--- config.mk ---
export PLATFORM = sky130hd
export DESIGN_NAME = shp_fifo
export DESIGN_NICKNAME = d
export VERILOG_FILES = /design/src/sv/shp_fifo.sv
export SDC_FILE = /design/constraint.sdc
export NUM_CORES = 1
export LEC_CHECK = 0
export BUFFER_PORTS_ARGS = -buffer_cell sky130_fd_sc_hd__buf_2
export CELL_PAD_IN_SITES_DETAIL_PLACEMENT = 1
export CELL_PAD_IN_SITES_GLOBAL_PLACEMENT = 1
export CORE_MARGIN = 2
export CORE_UTILIZATION = 45
export CTS_BUF_LIST = sky130_fd_sc_hd__clkbuf_2 sky130_fd_sc_hd__clkbuf_4 sky130_fd_sc_hd__clkbuf_8
export DETAILED_ROUTE_END_ITERATION = 6
export PLACE_DENSITY = 0.75
export RECOVER_POWER = 50
export SLEW_MARGIN = 20
export SYNTH_ARGS = -nofsm -noshare
export SYNTH_HDL_FRONTEND = slang
export SYNTH_SLANG_ARGS = --single-unit
--- constraint.sdc ---
create_clock -name clk_i -period 2 [get_ports clk_i]
set_input_delay 0.2 -clock clk_i [delete_from_list [all_inputs] [get_ports clk_i]]
set_output_delay 0.2 -clock clk_i [all_outputs]
set_load 0.02 [all_outputs]
--- src/sv/shp_fifo.sv ---
// shp_fifo: small register-based FIFO with fill count.
// Depends on nothing; used for the command queue and the result queue.
module shp_fifo #(
  parameter int Width = 8,
  parameter int Depth = 4
) (
  input  logic                       clk_i,
  input  logic                       rst_ni,
  input  logic                       push_i,
  input  logic [Width-1:0]           wdata_i,
  input  logic                       pop_i,
  output logic [Width-1:0]           rdata_o,
  output logic                       full_o,
  output logic                       empty_o,
  output logic [$clog2(Depth+1)-1:0] count_o
);

  localparam int PtrW = (Depth > 1) ? $clog2(Depth) : 1;
  localparam int CntW = $clog2(Depth + 1);

  logic [Width-1:0] store_q [Depth];
  logic [PtrW-1:0]  wr_ptr_q, rd_ptr_q;
  logic [CntW-1:0]  cnt_q;
  logic             do_push, do_pop;

  assign full_o  = (cnt_q == CntW'(Depth));
  assign empty_o = (cnt_q == '0);
  assign count_o = cnt_q;
  assign do_push = push_i && !full_o;
  assign do_pop  = pop_i && !empty_o;
  assign rdata_o = store_q[rd_ptr_q];

  always_ff @(posedge clk_i) begin
    if (do_push) begin
      store_q[wr_ptr_q] <= wdata_i;
    end
  end

  always_ff @(posedge clk_i or negedge rst_ni) begin
    if (!rst_ni) begin
      wr_ptr_q <= '0;
      rd_ptr_q <= '0;
      cnt_q    <= '0;
    end else begin
      if (do_push) begin
        wr_ptr_q <= (wr_ptr_q == PtrW'(Depth - 1)) ? '0 : wr_ptr_q + 1'b1;
      end
      if (do_pop) begin
        rd_ptr_q <= (rd_ptr_q == PtrW'(Depth - 1)) ? '0 : rd_ptr_q + 1'b1;
      end
      if (do_push && !do_pop) begin
        cnt_q <= cnt_q + 1'b1;
      end else if (do_pop && !do_push) begin
        cnt_q <= cnt_q - 1'b1;
      end
    end
  end

endmodule

==> results of run 1 <==
-- per-layer routing --
| layer | routed length, um | global-route usage, % | vias to the layer above | share of wire, % |
|---|---|---|---|---|
| met5 | 0 | 0 | - | 0 |
| met4 | 42 | 7.07 | 0 | 1.6 |
| met3 | 113 | 5.99 | 5 | 4.2 |
| met2 | 1490 | 25.1 | 16 | 55 |
| met1 | 1050 | 16.8 | 398 | 39 |
| li1 | - | - | 367 | - |
-- through the flow --
step	utilization (%)	setup TNS (ns)	setup slack [ns]	cell area [um^2]
global placement	53.5	0	0.180	1810
detailed placement	53.5	0	0.0973	1810
global route	56.6	-0.00643	-0.00643	1920
finish	56.6	0	0.120	1920
CTS	56.1	0	0.0757	1900
floorplan	-	-0.0151	-0.0151	1650
-- layout by cell type, fill, tap and decap left out, drive strengths merged --
master	n
and2	4
buf	18
dfrtp	7
clkinv	2
bufinv	1
edfxtp	32
mux2	5
nor3	1
xnor2	1
inv	3
nor2b	1
fa	1
nand2b	1
xor2	2
dlygate4sd3	1
nor3b	1
mux4	8
ha	6
nor2	3
clkbuf	14
-- kinds of logic after synthesis --
kind of cell	synth area share [%]
XOR/XNOR	1.62
adder cells (fa/ha/maj)	5.87
buffers and inverters	1.93
flip-flops	70.1
multiplexers	15.1
AND/OR/NAND/NOR	5.41
-- area by class of cell --
| cell class | count | area share (%) |
|---|---|---|
| sequential | 39 | 59.5 |
| multi-input combinational | 34 | 24.9 |
| timing repair buffer | 28 | 8.03 |
| tap | 46 | 3.00 |
| clock inverter | 3 | 2.02 |
| clock buffer | 5 | 1.96 |
| inverter | 3 | 0.587 |
-- state kept, by name, indices dropped and copies added, names as in the netlist --
name	flops
store_q	32
count_o	3
rd_ptr_q	2
wr_ptr_q	2
-- power by group --
group	leakage (nW)	switching (mW)	internal [mW]
Sequential	0.371	0.219	1.11
Combinational	0.291	0.530	0.563
Clock	0.0426	0.253	0.257
-- final timing paths --
path,start,endpoint,slack (ns),cells after the start
setup / recovery,count_o[0],count_o[2],0.12,8
hold / removal,wdata_i[1],store_q[2][1],0.11,1
setup reg to reg,count_o[0],count_o[2],0.12,8
hold reg to reg,count_o[2],count_o[2],0.55,1
max in group asynchronous,rst_ni,rd_ptr_q[0],1.42,2
min in group asynchronous,rst_ni,rd_ptr_q[1],0.28,2
-- what timing repair did --
action | in CTS | in global routing
gates resized for setup | 1 | 0
setup endpoints to repair | 8 | 1
endpoints found under the hold margin | 7 | 0
hold buffers | 1 | 0
gates cloned | 0 | 0
buffers inserted | 0 | 2
==> run metrics, run 1 <==
top post-synthesis cells by count=32 x edfxtp_1, 8 x mux4_2, 7 x dfrtp_1; initial antenna violation count=0; Antenna Cells=0; total number of vias=786; initial DRC count=20; WP buf/inv=1; hold slack=0.108 ns; Leak=0.705 nW; arrival time at the worst endpoint=2.16 ns; Most common cell on crit path=xor2_1; area of the multi-input gates=477 um^2; CP max stage delay=0.50 ns; worst endpoint required time=2.28 ns; Slew Viols, Final=0; H-Tree Level Count=2; pin count of the biggest net entering global routing=13; row count=21; GPL Wtd Cong=0.722; slowest library cell on the worst path=dfrtp_2; Slew Limit Headroom=72.9%; P&R area growth vs syn=18.3%; Synth warnings=0; die width=64.0 um; worst skew pair latency=0.35 ns; Worst Max-Slew Pin Slew=0.407 ns; Post-synth ARST share=17.9%; Top FF cell, synth=edfxtp_1; top cells by area, synth=edfxtp_1 59%, mux4_2 11%, dfrtp_1 11%; number of global-route vias before repair=813; Routed Wire Length=2.70 mm; syn nets=98; Post-Syn Instances=79; Inserted Clock Buffers=5; CP startpoint kind=flip-flop; DPL Wire Length=1.99 mm; Pwr Density=1530 nW/um^2; ratio of cells with drive above 1 in the final layout=46.4%; EDFF count, synth=32; final-report hold violation count=0; DRT antenna net count=0; # setup viols final=0; Sequential Area=1140 um^2; most frequent cell after synthesis=edfxtp_1; DR vias/cell=4.97; clock root buffer=clkbuf_4; CTS tree=yes; crit path cell chain=nor3_4 -> nand2b_4 -> ha_4 -> inv_2 -> fa_1 -> xor2_1 -> nor2_1 -> xor2_1; Largest delay share family, worst path=flip-flops; Mapped Area=1620 um^2; wire length per cell=17.1 um; Die ar.=4100 um^2; die height=64.0 um; gr ovfl total=0; sequential area share after synthesis=70.1%; Max Root-Sink Buffers=2; clk slew on worst S/H paths=0.12 ns; # fillers=325; Synth area leader=edfxtp_1; status=finished clean; worst vdd ir=0.000666 V; DRC violations left=0; Netlist cell types=19; clk_skew=0.0103 ns; I/O Buffers=24; crit-path max FO=5; period utilization=94.0%; IO Pins=25; Hold WC Path Type=in2reg; Initial Util=47.8%; Max Cap Violations=0; top cell type's share of synthesized area=59.3%; Layout Cells excl Fill=158; total power draw=2.93 mW; CP endpoint kind=flip-flop; DRT Pass-1 Iters=3; post-layout min period=1.88 ns; core box area=3390 um^2; fmax=0.532 GHz; nets=130; crit path kind=reg2reg; first-pass GRT wire length=4.28 mm; syn avg cell area=20.5 um^2; post-placement cell count=147; GR Util All Layers=15.0%; Clock Sinks=39; synthesis-stage register bit count=39
Note: power is estimated with default switching activity, not from simulation.
==> run 2: changes to the inputs <==
--- a/config.mk
+++ b/config.mk
@@ -5,6 +5,7 @@
 export SDC_FILE = /design/constraint.sdc
 export NUM_CORES = 1
 export LEC_CHECK = 0
+export ABC_AREA = 1
 export BUFFER_PORTS_ARGS = -buffer_cell sky130_fd_sc_hd__buf_2
 export CELL_PAD_IN_SITES_DETAIL_PLACEMENT = 1
 export CELL_PAD_IN_SITES_GLOBAL_PLACEMENT = 1
@@ -12,7 +13,7 @@
 export CORE_UTILIZATION = 45
 export CTS_BUF_LIST = sky130_fd_sc_hd__clkbuf_2 sky130_fd_sc_hd__clkbuf_4 sky130_fd_sc_hd__clkbuf_8
 export DETAILED_ROUTE_END_ITERATION = 6
-export PLACE_DENSITY = 0.75
+export PLACE_DENSITY = 0.8
 export RECOVER_POWER = 50
 export SLEW_MARGIN = 20
 export SYNTH_ARGS = -nofsm -noshare
==> run 2 against run 1 <==
Against the previous run: sequential cell count unchanged; power grew 13%; core utilization is 0.59 points lower; register-to-register slack got worse by 0.08 ns; hold slack improved by 0.046 ns; sequential share of layout area decreased by 4.8 points; routed wire length increased by 46%; non-clock buffer count is 5 higher; largest cell class unchanged; highest routed layer unchanged.
==> run metrics, run 2 <==
DR vias/cell=4.97 (about the same); # fillers=419 (was 325); DRT antenna net count=0 (unchanged); CTS tree=yes (unchanged); Synth warnings=0 (unchanged); number of global-route vias before repair=1320 (was 813); placed inst area=1930 um^2 (was 1810 um^2); Sw Share=41.1% (was 34.2%); die height=66.5 um (was 64.0 um); Hold WC Path Type=in2reg (unchanged); Place WS=0.0448 ns (was 0.0973 ns); CP startpoint kind=flip-flop (unchanged); period utilization=97.8% (was 94.0%); status=finished clean (unchanged); top cell type's share of synthesized area=54.6% (was 59.3%); IO Pins=25 (unchanged); worst endpoint required time=2.18 ns (was 2.28 ns); syn avg cell area=11.4 um^2 (was 20.5 um^2); clk slew on worst S/H paths=0.08 ns (was 0.12 ns); nets=208 (was 130); clock root buffer=clkbuf_8 (was clkbuf_4); sequential area share after synthesis=64.6% (was 70.1%); Post-Syn Instances=154 (was 79); Netlist cell types=16 (was 19); most used routing layer in global routing=met2 (unchanged); Max Cap Violations=0 (unchanged); Initial Util=47.3% (was 47.8%); DRT Pass-1 Iters=4 (was 3); Power Internal=1.94 mW (was 1.93 mW); core box area=3720 um^2 (was 3390 um^2); hold slack=0.154 ns (was 0.108 ns); crit-path max FO=4 (was 5); fmax=0.511 GHz (was 0.532 GHz); DPL Wire Length=2.54 mm (was 1.99 mm); Post-synth ARST share=17.9% (unchanged); GPL Wtd Cong=0.798 (was 0.722); M2 GR Usage=37.6% (was 25.1%); Max Root-Sink Buffers=2 (unchanged); Clock Sinks=39 (unchanged); max reg flops=32 (unchanged); CP endpoint kind=flip-flop (unchanged); Worst Max-Slew Pin Slew=0.426 ns (was 0.407 ns); H-Tree Level Count=2 (unchanged); pin count of the biggest net entering global routing=36 (was 13); DRC violations left=0 (unchanged); GR Util All Layers=19.9% (was 15.0%); row count=22 (was 21); gr ovfl total=0 (unchanged); logic gate share of total power=42.8% (was 37.3%); final-report hold violation count=0 (unchanged); most frequent cell after synthesis=nand2_1 (was edfxtp_1); first-pass GRT wire length=6.20 mm (was 4.28 mm); Routed Wire Length=3.94 mm (was 2.70 mm); Antenna Cells=0 (unchanged); top cells by area, synth=edfxtp_1 55%, dfrtp_1 10%, nand2_1 8.1% (was edfxtp_1 59%, mux4_2 11%, dfrtp_1 11%); EDFF count, synth=32 (unchanged); Pwr Density=1590 nW/um^2 (was 1530 nW/um^2); met1 usage=21.2% (was 16.8%); # setup viols final=0 (unchanged); Synth area leader=edfxtp_1 (unchanged); worst vdd ir=0.000802 V (was 0.000666 V); post-layout min period=1.96 ns (was 1.88 ns); crit path kind=reg2reg (unchanged); ratio of cells with drive above 1 in the final layout=20.5% (was 46.4%); clk_skew=0.00493 ns (was 0.0103 ns); Final WS setup=0.0440 ns (was 0.120 ns); wire length per cell=16.6 um (was 17.1 um); Clk pwr share=20.7% (was 17.4%); arrival time at the worst endpoint=2.14 ns (was 2.16 ns); syn nets=173 (was 98); synthesis-stage register bit count=39 (unchanged); Top FF cell, synth=edfxtp_1 (unchanged); Slew Viols, Final=0 (unchanged); final design area excluding fillers=2080 um^2 (was 1920 um^2); Die ar.=4430 um^2 (was 4100 um^2); initial antenna violation count=0 (unchanged); I/O Buffers=24 (unchanged); top post-synthesis cells by count=38 x nand2_1, 32 x edfxtp_1, 31 x inv_1 (was 32 x edfxtp_1, 8 x mux4_2, 7 x dfrtp_1); worst skew pair latency=0.30 ns (was 0.35 ns); sequential share of power=36.5% (was 45.3%); most common cell after layout, fill and taps aside=nand2_1 (was edfxtp_1); met3 usage=4.22% (was 5.99%); Slew Limit Headroom=71.6% (was 72.9%); Leak=0.917 nW (was 0.705 nW); P&R area growth vs syn=18.2% (was 18.3%); commonest cells after routing, fill and taps aside=36 x nand2_1, 32 x edfxtp_1, 30 x inv_1 (was 32 x edfxtp_1, 15 x buf_2, 9 x clkbuf_1); Switching Power=1.36 mW (was 1.00 mW); Largest Register=store_q (unchanged); total number of vias=1182 (was 786); Inserted Clock Buffers=5 (unchanged); Mapped Area=1760 um^2 (was 1620 um^2); die width=66.5 um (was 64.0 um); initial DRC count=53 (was 20)
==> run 2: cell types whose count changed after synthesis, moves of 7 or more <==
cell and change:
inv_1 +28, nand3_1 +7, mux4_2 -8, nand2_1 +38
o211ai_1 +15
==> run 2: worst max-delay path, stage by stage, from the launching register on <==
cell,delay (ns)
dfrtp_2,0.46
inv_2,0.10
nand3_2,0.14
nand2_4,0.12
inv_1,0.06
ha_1,0.21
inv_1,0.12
fa_2,0.45
nand2_1,0.08
o21ai_0,0.09
==> run 2: logic make-up after synthesis <==
family / after synthesis / share of synthesized area, %
AO/OA/AOI/OAI: 17 / 7.40
XOR/XNOR: 1 / 0.498
adder cells (fa/ha/maj): 7 / 5.41
buffers and inverters: 37 / 10.0
flip-flops: 39 / 64.6
AND/OR/NAND/NOR: 53 / 12.1
==> run 2: what timing repair did <==
action | 4_1_cts | 5_1_grt
buffers inserted | 0 | 2
hold buffers | 1 | 0
gates resized for setup | 0 | 8
hold endpoints to repair | 7 | 0
endpoints found under the setup margin | 0 | 2
==> run 2: power groups by stage <==
| stage | clock network (mW) | logic (mW) | registers [mW] |
|---|---|---|---|
| after global routing | 0.724 | 1.57 | 1.22 |
| after floorplan | 0 | 0.941 | 1.23 |
| after detailed placement | 0 | 1.35 | 1.21 |
| after CTS | 0.693 | 1.39 | 1.19 |
| final | 0.683 | 1.41 | 1.20 |
| after global placement | 0 | 1.26 | 1.19 |
==> run 2: area by class of cell <==
cell class	instances	area, um^2	area share (%)
clock buffer	5	68.8	3.31
clock inverter	3	47.5	2.29
inverter	32	120	5.78
multi-input combinational	78	469	22.6
sequential	39	1140	54.7
tap	48	60.1	2.89
timing repair buffer	33	176	8.48
==> run 2: through the flow <==
| stage | utilization (%) | instances | TNS, ns | power [mW] |
|---|---|---|---|---|
| final | 56.0 | 238 | 0 | 3.30 |
| after global routing | 56.0 | 238 | -0.0394 | 3.51 |
| after CTS | 55.3 | 236 | 0 | 3.27 |
| after detailed placement | 51.9 | 227 | 0 | 2.56 |
| after global placement | 51.9 | 227 | 0 | 2.45 |
| after floorplan | - | 154 | 0 | 2.17 |
==> run 2: final timing paths <==
| check | from | to | slack, ns | cells after the start |
|---|---|---|---|---|
| worst max-delay path | count_o[0] | count_o[1] | 0.04 | 9 |
| worst min-delay path | wdata_i[2] | store_q[1][2] | 0.15 | 1 |
| worst max register to register | count_o[0] | count_o[1] | 0.04 | 9 |
| worst min register to register | count_o[0] | count_o[0] | 0.55 | 1 |
| max in group asynchronous | rst_ni | count_o[0] | 1.35 | 2 |
| min in group asynchronous | rst_ni | count_o[1] | 0.33 | 2 |
==> run 2: per-layer routing <==
layer / up-vias / wire length (um)
met5: - / 0
met2: 26 / 2190
met3: 12 / 150
met1: 571 / 1510
met4: 0 / 91
li1: 573 / -
==> run 3: changes to the inputs <==
--- a/config.mk
+++ b/config.mk
@@ -6,6 +6,7 @@
 export NUM_CORES = 1
 export LEC_CHECK = 0
 export ABC_AREA = 1
+export ABC_CLOCK_PERIOD_IN_PS = 2500
 export BUFFER_PORTS_ARGS = -buffer_cell sky130_fd_sc_hd__buf_2
 export CELL_PAD_IN_SITES_DETAIL_PLACEMENT = 1
 export CELL_PAD_IN_SITES_GLOBAL_PLACEMENT = 1
@@ -14,7 +15,7 @@
 export CTS_BUF_LIST = sky130_fd_sc_hd__clkbuf_2 sky130_fd_sc_hd__clkbuf_4 sky130_fd_sc_hd__clkbuf_8
 export DETAILED_ROUTE_END_ITERATION = 6
 export PLACE_DENSITY = 0.8
-export RECOVER_POWER = 50
+export RECOVER_POWER = 100
 export SLEW_MARGIN = 20
 export SYNTH_ARGS = -nofsm -noshare
 export SYNTH_HDL_FRONTEND = slang
==> constraint.sdc (replaced) <==
create_clock -name clk_i -period 2.5 [get_ports clk_i]
set_input_delay 0.25 -clock clk_i [delete_from_list [all_inputs] [get_ports clk_i]]
set_output_delay 0.25 -clock clk_i [all_outputs]
set_load 0.02 [all_outputs]
==> run 3 against run 2 <==
Against the previous run: cell count decreased by 0.84%; combinational power is 30% lower; via count down 0.76%; first-iteration DRC count fell by 34%; core utilization shrank 1.9 points; non-clock buffer count shrank 2; final area shrank 3.4%; setup slack improved by 0.40 ns; highest routed layer unchanged.
==> run metrics, run 3 (same netlist as run 2, synthesis figures left out) <==
worst vdd ir=0.000575 V (was 0.000802 V); Routed Wire Length=3.65 mm (was 3.94 mm); total number of vias=1173 (was 1182); pin count of the biggest net entering global routing=19 (was 36); initial antenna violation count=0 (unchanged); wire length per cell=15.5 um (was 16.6 um); worst endpoint required time=2.65 ns (was 2.18 ns); RSZ-0062 raised after global routing=no; setup TNS=0 ns (unchanged); Switching Power=1.03 mW (was 1.36 mW); DRT antenna net count=0 (unchanged); max reg flops=32 (unchanged); post-layout min period=2.05 ns (was 1.96 ns); DRT Pass-1 Iters=4 (unchanged); Final WS setup=0.447 ns (was 0.0440 ns); period utilization=82.1% (was 97.8%); Layout Cells excl Fill=236 (was 238); worst flop-to-flop path startpoint=count_o[0] (unchanged); DRC violations left=0 (unchanged); total power draw=2.51 mW (was 3.30 mW); Hold WC Path Type=in2reg (unchanged); CTS tree=yes (unchanged); post_cts resized=0 (unchanged); Worst Max-Slew Pin Slew=0.544 ns (was 0.426 ns); ratio of cells with drive above 1 in the final layout=6.91% (was 20.5%); final-report hold violation count=0 (unchanged); arrival time at the worst endpoint=2.21 ns (was 2.14 ns); Sw Share=41.1% (about the same); P&R area growth vs syn=14.2% (was 18.2%); clock root buffer=clkbuf_8 (unchanged); Leak=0.857 nW (was 0.917 nW); GPL Wtd Cong=0.795 (was 0.798); Slew Viols, Final=0 (unchanged); sequential share of power=39.2% (was 36.5%); Max Root-Sink Buffers=2 (unchanged); crit path kind=reg2reg (unchanged); r2r setup slk=0.45 ns (was 0.04 ns); Initial Util=47.3% (unchanged); DPL Wire Length=2.51 mm (was 2.54 mm); die height=66.5 um (unchanged); Max Cap Violations=0 (unchanged); Slew Limit Headroom=63.8% (was 71.6%); GR Util All Layers=19.0% (was 19.9%); core box area=3720 um^2 (unchanged); Clock Sinks=39 (unchanged); I/O Buffers=24 (unchanged); status=finished clean (unchanged); Largest Register=store_q (unchanged); placed inst area=1930 um^2 (unchanged); Place WS=0.577 ns (was 0.0448 ns); commonest cells after routing, fill and taps aside=39 x nand2_1, 32 x inv_1, 32 x edfxtp_1 (was 36 x nand2_1, 32 x edfxtp_1, 30 x inv_1); Inserted Clock Buffers=5 (unchanged); postcts setup bufs=0 (unchanged); crit-path max FO=7 (was 4); die width=66.5 um (unchanged); fmax=0.487 GHz (was 0.511 GHz); most common cell after layout, fill and taps aside=nand2_1 (unchanged); # setup viols final=0 (unchanged); gr ovfl total=0 (unchanged); H-Tree Level Count=2 (unchanged); clk slew on worst S/H paths=0.08 ns (about the same); post-layout util=54.1% (was 56.0%); CP startpoint kind=flip-flop (unchanged); Die ar.=4430 um^2 (unchanged); post-placement cell count=227 (unchanged); Antenna Cells=0 (unchanged); IO Pins=25 (unchanged); DR vias/cell=4.97 (about the same); first-pass GRT wire length=5.91 mm (was 6.20 mm); final design area excluding fillers=2010 um^2 (was 2080 um^2); worst skew pair latency=0.29 ns (was 0.30 ns); clk_skew=0.00405 ns (was 0.00493 ns); Power Internal=1.48 mW (was 1.94 mW); hold slack=0.209 ns (was 0.154 ns); row count=22 (unchanged); number of global-route vias before repair=1277 (was 1320); CP endpoint kind=flip-flop (unchanged); Pwr Density=1250 nW/um^2 (was 1590 nW/um^2); logic gate share of total power=39.5% (was 42.8%); nets=206 (was 208); Crit. Startpoint=count_o[0] (unchanged); worst hold start=wdata_i[1] (was wdata_i[2]); Clk pwr share=21.3% (was 20.7%); initial DRC count=35 (was 53)
==> run 3: cell types whose count changed in the layout (fill, tap and decap cells not counted), sizes merged <==
cell,previous run,this run
buf,21,4
clkbuf,16,31
==> run 3: final timing paths <==
kind                                  to  cells past startpoint
max                           count_o[1]                      9
min                        store_q[3][1]                      1
max reg2reg                   count_o[1]                      9
min reg2reg                  wr_ptr_q[1]                      2
max in group asynchronous    wr_ptr_q[0]                      2
min in group asynchronous     count_o[2]                      2
==> run 3: power groups by stage <==
stage / clock network, mW / registers [mW] / logic [mW]
global placement: 0 / 0.983 / 0.978
floorplan: 0 / 0.985 / 0.753
finish: 0.535 / 0.986 / 0.993
global route: 0.576 / 1.01 / 1.11
CTS: 0.548 / 0.986 / 1.07
detailed placement: 0 / 0.998 / 1.05
==> run 3: timing repair <==
action	in CTS	in global routing
endpoints found under the hold margin	7	0
setup endpoints to repair	0	0
hold buffers	1	0
==> run 3: metal layers <==
metal	GRT usage (%)	up-vias	share of wire, %
met3	5.24	6	3.3
met2	35.5	23	54
met5	0	-	0
met4	8.16	0	2.1
li1	-	569	-
met1	19.6	575	40
==> run 3: worst max-delay path: stages (launching register included) <==
cell and delay, ns:
dfrtp_1 0.44, inv_1 0.10, nand3_1 0.15, nand2_1 0.22, inv_1 0.07, ha_1 0.21
inv_1 0.10, fa_1 0.43, nand2_1 0.08, o21ai_0 0.11
==> run 3: final cells by class <==
type	count	area, um^2
Clock buffer	5	68.8
Clock inverter	3	47.5
Fill cell	426	1710
Sequential cell	39	1140
Inverter	32	120
Multi-Input combinational cell	78	444
Tap cell	48	60.1
Timing Repair Buffer	31	133
